--- config.mk ---
export PLATFORM = sky130hd
export DESIGN_NAME = multi_sensor_range_averager_top
export DESIGN_NICKNAME = d
export VERILOG_FILES = /design/src/rtl/msra_pkg.sv /design/src/rtl/multi_sensor_range_averager_top.sv
export SDC_FILE = /design/constraint.sdc
export NUM_CORES = 1
export LEC_CHECK = 0
export ABC_AREA = 1
export BUFFER_PORTS_ARGS = -buffer_cell sky130_fd_sc_hd__buf_2
export CORE_ASPECT_RATIO = 1.5
export CORE_UTILIZATION = 45
export CTS_BUF_LIST = sky130_fd_sc_hd__clkbuf_4
export CTS_CLUSTER_SIZE = 28
export DETAILED_ROUTE_END_ITERATION = 7
export PLACE_DENSITY = 0.7
export SLEW_MARGIN = 20
export SYNTH_ARGS = -nofsm -noshare
export SYNTH_HDL_FRONTEND = slang
export SYNTH_SLANG_ARGS = --single-unit
--- constraint.sdc ---
create_clock -name clock -period 21.5 [get_ports clock]
set_input_delay 6.45 -clock clock [delete_from_list [all_inputs] [get_ports clock]]
set_output_delay 6.45 -clock clock [all_outputs]
set_load 0.03 [all_outputs]
--- src/rtl/msra_pkg.sv ---
`timescale 1ns / 1ps
`default_nettype none

package msra_pkg;

   // default sensor count and fixed field widths
   localparam int NUM_SENSORS_DEFAULT = 4;
   localparam int SENSOR_W            = 2;
   localparam int SAMPLE_W            = 16;
   localparam int DIST_W              = 15;
   localparam int SLOTS_PER_SENSOR    = 3;
   localparam int POS_W               = 2;

   // slot position that means "wrap on the next sample"
   localparam logic [POS_W-1:0] POS_WRAP = 2'd3;
   localparam logic [POS_W-1:0] POS_AFTER_WRAP = 2'd1;

   // missing echo marker, all ones in two's complement
   localparam logic [SAMPLE_W-1:0] MISSING_MARK = 16'hFFFF;

   // reset value of the no-echo distance register
   localparam logic [DIST_W-1:0] NO_ECHO_RESET = 15'd1000;

   // sum widths and reciprocal for the divide by three
   localparam int SUM_W   = SAMPLE_W + 2;
   localparam int USUM_W  = SAMPLE_W + 1;
   localparam int RECIP_SHIFT = 17;
   localparam logic [15:0] RECIP3 = 16'd43691;
   localparam int PROD_W  = USUM_W + 16;

   typedef logic [SAMPLE_W-1:0] sample_type;
   typedef logic [DIST_W-1:0]   dist_type;

endpackage

`default_nettype wire

--- src/rtl/multi_sensor_range_averager_top.sv ---
`timescale 1ns / 1ps
`default_nettype none

// three-sample range averager for several sensors
//
// req channel: one word per range sample, sensor number on req_tuser and the
// signed distance on req_tdata (all ones means no echo). rsp channel: one word
// per filtered distance, sensor number on rsp_tuser. csr_we/csr_wdata load the
// distance reported when two or more of the three samples are missing.
//
// each sensor fills three slots; the fourth and every third sample after it
// overwrite slot 0 and produce one result, the others produce none.
//
// a sample is registered in the input register on acceptance, and a
// result-producing sample moves its result into the output register, which
// drives rsp_tvalid, once that register is free. throughput: one word per
// cycle unless a result waits on a full output register, set by the single
// update stage (slot read, add, reciprocal multiply and slot write).
//
// reset clears all write positions and loads the no-echo register with 1000;
// sample slots keep whatever they held and are only read once written.
// when the receiver stalls, the result waits in the output register; samples
// that give no result keep flowing, and a result-producing sample holds in the
// input register until the output register frees up.
module multi_sensor_range_averager_top
   import msra_pkg::*;
#(
   parameter int NUM_SENSORS = NUM_SENSORS_DEFAULT
) (
   input  wire logic                clock,
   input  wire logic                reset,
   // req_tdata: sample_distance [15:0]
   input  wire logic [SAMPLE_W-1:0] req_tdata,
   // req_tuser: sensor_index [1:0]
   input  wire logic [SENSOR_W-1:0] req_tuser,
   input  wire logic                req_tvalid,
   output logic                     req_tready,
   // rsp_tdata: filtered_distance [14:0], zero [15]
   output logic [15:0]              rsp_tdata,
   // rsp_tuser: result_sensor [1:0]
   output logic [SENSOR_W-1:0]      rsp_tuser,
   output logic                     rsp_tvalid,
   input  wire logic                rsp_tready,
   input  wire logic                csr_we,
   input  wire logic [DIST_W-1:0]   csr_wdata
);

   localparam int SEL_W = (NUM_SENSORS > 1) ? $clog2(NUM_SENSORS) : 1;

   // config register
   dist_type no_echo_ff;

   // input register stage
   logic                s1_valid_ff;
   logic [SENSOR_W-1:0] s1_sensor_ff;
   sample_type          s1_sample_ff;

   // per-sensor state
   logic [POS_W-1:0] pos_ff  [NUM_SENSORS];
   sample_type       slot_ff [NUM_SENSORS][SLOTS_PER_SENSOR];

   // output register
   logic                rsp_valid_ff;
   logic [SENSOR_W-1:0] rsp_sensor_ff;
   dist_type            rsp_dist_ff;
   dist_type            rsp_dist_in;

   logic                s1_in_range;
   logic [SEL_W-1:0]    s1_sel;
   logic [POS_W-1:0]    s1_pos;
   logic                s1_has_result;
   logic                out_free;
   logic                s1_adv;
   logic                req_acc;

   sample_type          v0, v1, v2;
   logic                m0, m1, m2;
   logic [1:0]          nmiss;
   logic signed [SUM_W-1:0] sum;
   logic [USUM_W-1:0]   usum;
   logic [PROD_W-1:0]   prod;
   dist_type            avg3, avg2;

   always_ff @(posedge clock) begin
      if (reset) begin
         no_echo_ff <= NO_ECHO_RESET;
      end else if (csr_we) begin
         no_echo_ff <= csr_wdata;
      end
   end

   // sensor lookup
   assign s1_sel        = SEL_W'(s1_sensor_ff);
   assign s1_in_range   = (32'(s1_sensor_ff) < NUM_SENSORS);
   assign s1_pos        = pos_ff[s1_sel];
   assign s1_has_result = s1_in_range && (s1_pos == POS_WRAP);

   // a sample without a result never waits for the output side
   assign out_free   = !rsp_valid_ff || rsp_tready;
   assign s1_adv     = s1_valid_ff && (!s1_has_result || out_free);
   assign req_tready = !s1_valid_ff || s1_adv;
   assign req_acc    = req_tvalid && req_tready;

   always_ff @(posedge clock) begin
      if (reset) begin
         s1_valid_ff <= 1'b0;
      end else if (req_tready) begin
         s1_valid_ff <= req_tvalid;
      end
   end

   always_ff @(posedge clock) begin
      if (req_acc) begin
         s1_sensor_ff <= req_tuser;
         s1_sample_ff <= req_tdata;
      end
   end

   always_ff @(posedge clock) begin
      if (reset) begin
         for (int s = 0; s < NUM_SENSORS; s++) begin
            pos_ff[s] <= '0;
         end
      end else if (s1_adv && s1_in_range) begin
         pos_ff[s1_sel] <= s1_has_result ? POS_AFTER_WRAP : s1_pos + POS_W'(1);
      end
   end

   always_ff @(posedge clock) begin
      if (s1_adv && s1_in_range) begin
         slot_ff[s1_sel][s1_has_result ? 2'd0 : s1_pos] <= s1_sample_ff;
      end
   end

   // filter: the new sample takes slot 0
   assign v0 = s1_sample_ff;
   assign v1 = slot_ff[s1_sel][1];
   assign v2 = slot_ff[s1_sel][2];
   assign m0 = (v0 == MISSING_MARK);
   assign m1 = (v1 == MISSING_MARK);
   assign m2 = (v2 == MISSING_MARK);
   assign nmiss = 2'(m0) + 2'(m1) + 2'(m2);

   assign sum = (m0 ? '0 : SUM_W'($signed(v0)))
              + (m1 ? '0 : SUM_W'($signed(v1)))
              + (m2 ? '0 : SUM_W'($signed(v2)));

   // negative sums clamp to zero, so divide the non-negative value only
   assign usum = sum[SUM_W-1] ? '0 : sum[USUM_W-1:0];
   assign prod = PROD_W'(usum) * PROD_W'(RECIP3);
   assign avg3 = prod[RECIP_SHIFT +: DIST_W];
   assign avg2 = usum[1 +: DIST_W];

   always_comb begin
      case (nmiss)
         2'd0:    rsp_dist_in = avg3;
         2'd1:    rsp_dist_in = avg2;
         default: rsp_dist_in = no_echo_ff;
      endcase
   end

   always_ff @(posedge clock) begin
      if (reset) begin
         rsp_valid_ff <= 1'b0;
      end else if (s1_adv && s1_has_result) begin
         rsp_valid_ff <= 1'b1;
      end else if (rsp_tready) begin
         rsp_valid_ff <= 1'b0;
      end
   end

   always_ff @(posedge clock) begin
      if (s1_adv && s1_has_result) begin
         rsp_sensor_ff <= s1_sensor_ff;
         rsp_dist_ff   <= rsp_dist_in;
      end
   end

   assign rsp_tvalid = rsp_valid_ff;
   assign rsp_tuser  = rsp_sensor_ff;
   assign rsp_tdata  = {1'b0, rsp_dist_ff};

   // a new result never overwrites one that is still waiting
   a_no_overwrite : assert property (@(posedge clock) disable iff (reset)
      (s1_adv && s1_has_result) |-> out_free)
      else $error("result register overwritten while stalled");

   // a sample that gives no result is never held back
   a_no_result_flows : assert property (@(posedge clock) disable iff (reset)
      (s1_valid_ff && !s1_has_result) |-> req_tready)
      else $error("no-result sample stalled");

   // after a wrap the sensor resumes at slot 1
   a_wrap_pos : assert property (@(posedge clock) disable iff (reset)
      (s1_adv && s1_has_result) |=> (pos_ff[$past(s1_sel)] == POS_AFTER_WRAP))
      else $error("write position not reset after wrap");

   // the output register only fills from a wrapping sample
   a_rsp_source : assert property (@(posedge clock) disable iff (reset)
      $rose(rsp_valid_ff) |-> $past(s1_adv && s1_has_result))
      else $error("result appeared without a wrapping sample");

endmodule

`default_nettype wire

=== After elaboration in Yosys (flattened, before gate mapping) ===
Memories as Yosys holds them, arrays and structs flattened. A register that Yosys moved wholly into a read port is not among the register bits.
Cells that the tools add are included.

* $add $sub $neg: 5
* $mul: 1
* Order comparisons: 2
* Eq/ne operators: 5
* Muxes and demuxes: 22
* Bitwise gates (word level): 1
* Reduce and logical (&&, ||, !) cells: 13

{| class="wikitable"
|+ Operator list
! cell !! count
|-
| two-way mux 18 bit || 3
|-
| == test 16 bit (second input constant) || 3
|-
| two-way mux 48 bit || 1
|-
| adder 18 bit || 2
|-
| demux 16 bit (select 2 bit) || 1
|-
| multiplier 17 x 16 -> 32 bit (second input constant) || 1
|-
| one-hot mux 15 bit (2 select lines) || 1
|-
| two-way mux 17 bit || 1
|-
| two-way mux 16 bit || 1
|-
| two-way mux 2 bit || 6
|-
| two-way mux 1 bit || 8
|-
| logical AND 1 bit || 4
|-
| greater-or-equal comparator 3 bit (second input constant) || 1
|-
| logical NOT 1 bit || 3
|-
| logical OR 1 bit || 3
|-
| less-than comparator 3 x 1 -> 1 bit (second input constant) || 1
|-
| inverter 2 -> 3 bit || 1
|-
| adder 1 x 1 -> 2 bit || 1
|-
| adder 2 x 1 -> 2 bit || 1
|-
| adder 2 x 1 -> 2 bit (second input constant) || 1
|-
| == test 2 x 1 -> 1 bit (second input constant) || 1
|-
| == test 2 bit (second input constant) || 1
|-
| logical NOT 2 bit || 1
|-
| nonzero test 2 bit || 1
|-
| OR reduction 2 bit || 1
|}

* Register bits: 52
* Memory bits (writable): 200
* Word-level logic and storage cells: 58
* Memories: 2

{| class="wikitable"
|+ Memory list
! name !! words !! width !! read ports !! clocked after Yosys merged registers in !! wr ports !! line !! source
|-
| slot_ff || 4 || 48 || 1 || 1 || 1 || multi_sensor_range_averager_top.sv:60 || <nowiki>sample_type slot_ff [NUM_SENSORS][SLOTS_PER_SENSOR];</nowiki>
|-
| pos_ff || 4 || 2 || 1 || 1 || 4 || multi_sensor_range_averager_top.sv:59 || <nowiki>logic [POS_W-1:0] pos_ff [NUM_SENSORS];</nowiki>
|}

=== Logic depth before layout (Yosys ltp) ===
* Depth in word-level cells: 9
* Mapped depth: 50
* Gate-level depth less buffers: 45

=== Worst setup path before layout ===
No wires, ideal clock.

* Path type: input to output
* Start: input rsp_tready
* End: output req_tready
* Arrival time: 6.849 ns
* Data required time: 15.050 ns
* Path slack: 8.201 ns
* Cell stages on the path: 2
* Path buffers: 0
* Cell sequence: inv_1 > nand4_1

* Word-level cells in the longest chain between the ends: 4

{| class="wikitable"
|+ RTL lines
! element !! line !! source
|-
| from (decl) || multi_sensor_range_averager_top.sv:43 || <nowiki>input wire logic rsp_tready,</nowiki>
|-
| logical OR 1 bit || multi_sensor_range_averager_top.sv:99 || <nowiki>assign out_free = !rsp_valid_ff || rsp_tready;</nowiki>
|-
| logical OR 1 bit || multi_sensor_range_averager_top.sv:100 || <nowiki>assign s1_adv = s1_valid_ff && (!s1_has_result || out_free);</nowiki>
|-
| logical AND 1 bit || multi_sensor_range_averager_top.sv:100 ||
|-
| logical OR 1 bit || multi_sensor_range_averager_top.sv:101 || <nowiki>assign req_tready = !s1_valid_ff || s1_adv;</nowiki>
|-
| to (decl) || multi_sensor_range_averager_top.sv:37 || <nowiki>output logic req_tready,</nowiki>
|}

No other way between the ends.

=== Worst setup path in the final report ===
Same ends and word-level chain as after synthesis.

==> parameters.txt <==
Parameter                              Value

Logic synthesis
  FF+latch count, synth    190
  Number of synthesis warnings    0
  Count of flip-flops with a built-in enable after synthesis    171
  Synthesized netlist net count    1786
  Post-synth design cell area    approximately 0.014 sq mm
  Proportion of register bits with asynchronous set or reset after synthesis    0%
  Number of distinct standard cells referenced by the synthesized netlist    46
  Top FF cell, synth    sky130_fd_sc_hd__edfxtp_1
  Synthesized area per cell    9.51 sq um
  Post-Synthesis Cells    1496
  Post-synthesis sequential area ratio    between 30% and 40%

Floorplan
  Die width    147 um
  Area of the core region    0.0310 sq mm
  Effective utilization at floorplan    45.8%
  Standard-cell rows    about 80
  Boundary Pins    58
  Overall die area    0.0324 sq mm
  Overall die height    roughly 220 um

Run status
  Result of the run    completed

Clock network
  Buffer count from post-CTS setup fixing    0
  Root Buffer Master    sky130_fd_sc_hd__clkbuf_4
  Number of sinks handled by clock tree synthesis    190
  Buffer depth of the longest clock path    2
  Count of hold-fix buffers inserted at cts    0
  Number of cells upsized or downsized after cts    0
  TritonCTS Buffers    17
  Clock latency of the later-clocked register in the worst-skew pair    around 0.62 ns
  H-tree level count    4
  Clock tree from TritonCTS    built
  Clock slew at the register clock pins of the worst setup and hold paths    0.15 ns

Routing
  Final routed wire length divided by cell count    approximately 18 um
  Total vias in the final route    roughly 10000
  Wire length reported by the detailed router    between 30000 and 40000 um
  TritonRoute pass-1 iters    5
  Number of DRC violations after detailed-routing iteration 0    532
  Vias/cell    between 5 and 6
  Antenna violation net count after detailed routing    0
  Detailed-route DRC error count    0

Global route
  Wire length of the first global-routing pass    about 56000 um
  GRT Residual Overflow    0
  Total Routing Usage GR    23.0%
  Number of antenna violations at the first check in global routing    1
  Maximum number of pins on one net before global-route repair    70
  Number of global-route vias before repair    10900

Place
  HPWL after DPL    28100 um
  RD Place Congestion    just over 1
  Port-buffer cells    between 50 and 60

Timing
  Post-route clock skew    between 0.03 and 0.04 ns
  Unrepaired setup endpoints after global routing    false
  Setup violators final    0
  Headroom to the max-slew limit    30.6%
  Number of pins with negative max-slew slack in the final report    0
  Max frequency    0.0746 GHz
  Hold violation total from the final report    0
  Setup TNS after final layout    0 ns
  Portion of the clock cycle consumed by the worst path in the final layout    between 60% and 70%
  Minimum period implied by the final worst setup slack    13.41 ns
  Tightest Pin Transition    1.04 ns

Finish
  Layout cell share with drive strength beyond 1    between 6 and 7%
  Multi-input combinational cell area    about 0.0073 sq mm
  Post-layout nets    1835
  Sequential standard cell area    0.00552 sq mm
  Area growth, synth to finish    6.55%
  Filler cells    just under 3000
  Share of the core filled with cells in the final layout    between 40% and 50%

Run
  Number of max-cap violations    0

Setup path
  Critical path data arrival time    between 6 and 7 ns
  Class of the most critical setup path    in -> out
  Number of cells traversed by the worst register-to-register path    42
  Type of element capturing the critical path    output pin
  Required time of the worst setup path    15.05 ns
  Worst-case register-to-register setup slack    approximately 9.9 ns
  Worst-path maximum fanout    3
  CP startpoint kind    primary input

Worst hold path
  Worst Hold Class    reg -> reg
  Cells on Worst Hold Path    2
metrics by stage:
stage / hold slack (ns) / setup WS, ns / cells / cell area [sq um]
final: 0.483 / 8.09 / 1965 / 15200
after global routing: 0.516 / 8.05 / 1965 / 15200
after CTS: 0.485 / 8.09 / 1963 / 15200
after detailed placement: 0.448 / 8.09 / 1931 / 14900
after global placement: 0.442 / 8.10 / 1931 / 14900
after floorplan: 0.429 / 8.20 / 1496 / 14200
final timing paths:
check                     start               to
setup / recovery     rsp_tready       req_tready
hold reg to reg   no_echo_ff[8]    no_echo_ff[8]
setup reg to reg       register  rsp_dist_ff[14]
hold / removal    no_echo_ff[8]    no_echo_ff[8]
layer usage:
layer	global-route usage, %	vias up	part of all wire (%)
met5	0	-	0
met4	15.3	0	6.2
met3	2.98	112	3.4
met2	43.3	245	53
met1	23.7	4991	37
li1	-	4995	-
critical path, stage by stage:
cell and delay, ns:
sky130_fd_sc_hd__buf_2 0.09, sky130_fd_sc_hd__inv_1 0.07, sky130_fd_sc_hd__nand4_1 0.13, sky130_fd_sc_hd__buf_2 0.21
cells in the final DEF (no fill, tap or decap), types with 2 or more instances in the layout:
| cell type | count |
|---|---|
| sky130_fd_sc_hd__dfxtp_1 | 18 |
| sky130_fd_sc_hd__fa_1 | 104 |
| sky130_fd_sc_hd__o21a_1 | 4 |
| sky130_fd_sc_hd__a21o_1 | 2 |
| sky130_fd_sc_hd__inv_1 | 300 |
| sky130_fd_sc_hd__edfxtp_1 | 171 |
| sky130_fd_sc_hd__o21ai_0 | 96 |
| sky130_fd_sc_hd__clkinv_1 | 5 |
| sky130_fd_sc_hd__nand3_1 | 43 |
| sky130_fd_sc_hd__or4_1 | 2 |
| sky130_fd_sc_hd__a21boi_0 | 2 |
| sky130_fd_sc_hd__clkinv_4 | 2 |
| sky130_fd_sc_hd__diode_2 | 2 |
| sky130_fd_sc_hd__o21bai_1 | 7 |
| sky130_fd_sc_hd__buf_2 | 56 |
| sky130_fd_sc_hd__o22ai_2 | 4 |
| sky130_fd_sc_hd__o21ai_1 | 4 |
| sky130_fd_sc_hd__nor2_1 | 158 |
| sky130_fd_sc_hd__inv_6 | 3 |
| sky130_fd_sc_hd__nor3_1 | 11 |
| sky130_fd_sc_hd__clkbuf_4 | 18 |
| sky130_fd_sc_hd__buf_4 | 10 |
| sky130_fd_sc_hd__xnor2_1 | 8 |
| sky130_fd_sc_hd__nand2_2 | 4 |
| sky130_fd_sc_hd__nand2_1 | 226 |
| sky130_fd_sc_hd__a21oi_1 | 53 |
| sky130_fd_sc_hd__a22o_1 | 9 |
| sky130_fd_sc_hd__bufinv_16 | 3 |
| sky130_fd_sc_hd__ha_1 | 148 |
| sky130_fd_sc_hd__nor3_2 | 2 |
| sky130_fd_sc_hd__nand3b_1 | 6 |
| sky130_fd_sc_hd__o221ai_1 | 2 |
| sky130_fd_sc_hd__a32oi_1 | 2 |
| sky130_fd_sc_hd__nand4_1 | 15 |
| sky130_fd_sc_hd__nor4_1 | 4 |
| sky130_fd_sc_hd__a31oi_1 | 4 |
| sky130_fd_sc_hd__xor2_1 | 10 |
| sky130_fd_sc_hd__o22ai_1 | 28 |
cells by family after synthesis:
logic type / share of synthesized area (%)
AOI/OAI and AO/OA: 8.98
xor gates and xnor gates: 1.11
adders and majority gates: 27.6
buffers and inverters: 9.72
DFF: 38.8
other: 0.0264
and+or+nand+nor: 13.8
area by class of cell:
cell class / count / share of cell area, %
Antenna cell: 2 / 0.0330
Multi-Input combinational cell: 968 / 48.4
Inverter: 302 / 7.51
Sequential cell: 190 / 36.4
Clock buffer: 18 / 0.891
Tap cell: 405 / 3.34
Clock inverter: 14 / 1.07
Timing Repair Buffer: 66 / 2.34
Yosys cell counts, types with 6 or more instances:
cell,n,area [sq um]
sky130_fd_sc_hd__a21oi_1,53,265
sky130_fd_sc_hd__buf_6,8,90.1
sky130_fd_sc_hd__nand3_1,43,215
sky130_fd_sc_hd__fa_1,104,2080
sky130_fd_sc_hd__o22ai_1,28,175
sky130_fd_sc_hd__nand2_1,226,848
sky130_fd_sc_hd__xor2_1,10,87.6
sky130_fd_sc_hd__nor2_1,158,593
sky130_fd_sc_hd__o21ai_0,96,480
sky130_fd_sc_hd__nand4_1,15,93.8
sky130_fd_sc_hd__clkbuf_1,7,26.3
sky130_fd_sc_hd__ha_1,148,1850
sky130_fd_sc_hd__o21bai_1,7,52.6
sky130_fd_sc_hd__xnor2_1,8,70.1
sky130_fd_sc_hd__nor3_1,13,65.1
sky130_fd_sc_hd__dfxtp_1,19,380
sky130_fd_sc_hd__buf_4,10,75.1
sky130_fd_sc_hd__buf_2,9,45.0
sky130_fd_sc_hd__a22o_1,9,78.8
sky130_fd_sc_hd__edfxtp_1,171,5130
sky130_fd_sc_hd__inv_1,300,1130
sky130_fd_sc_hd__nand3b_1,6,45.0
sequential cells by signal (all words and copies together), names as in the netlist, named ones only:
name / flops
no_echo_ff: 15
pos_ff: 8
rsp_dist_ff: 15
rsp_tuser: 2
rsp_tvalid: 1
s1_sample_ff: 16
s1_sel: 2
s1_valid_ff: 1
slot_ff: 128
Power is left out: the tool's default activity adds up to more than one toggle a clock period on the data nets, which glitch-free logic cannot reach.
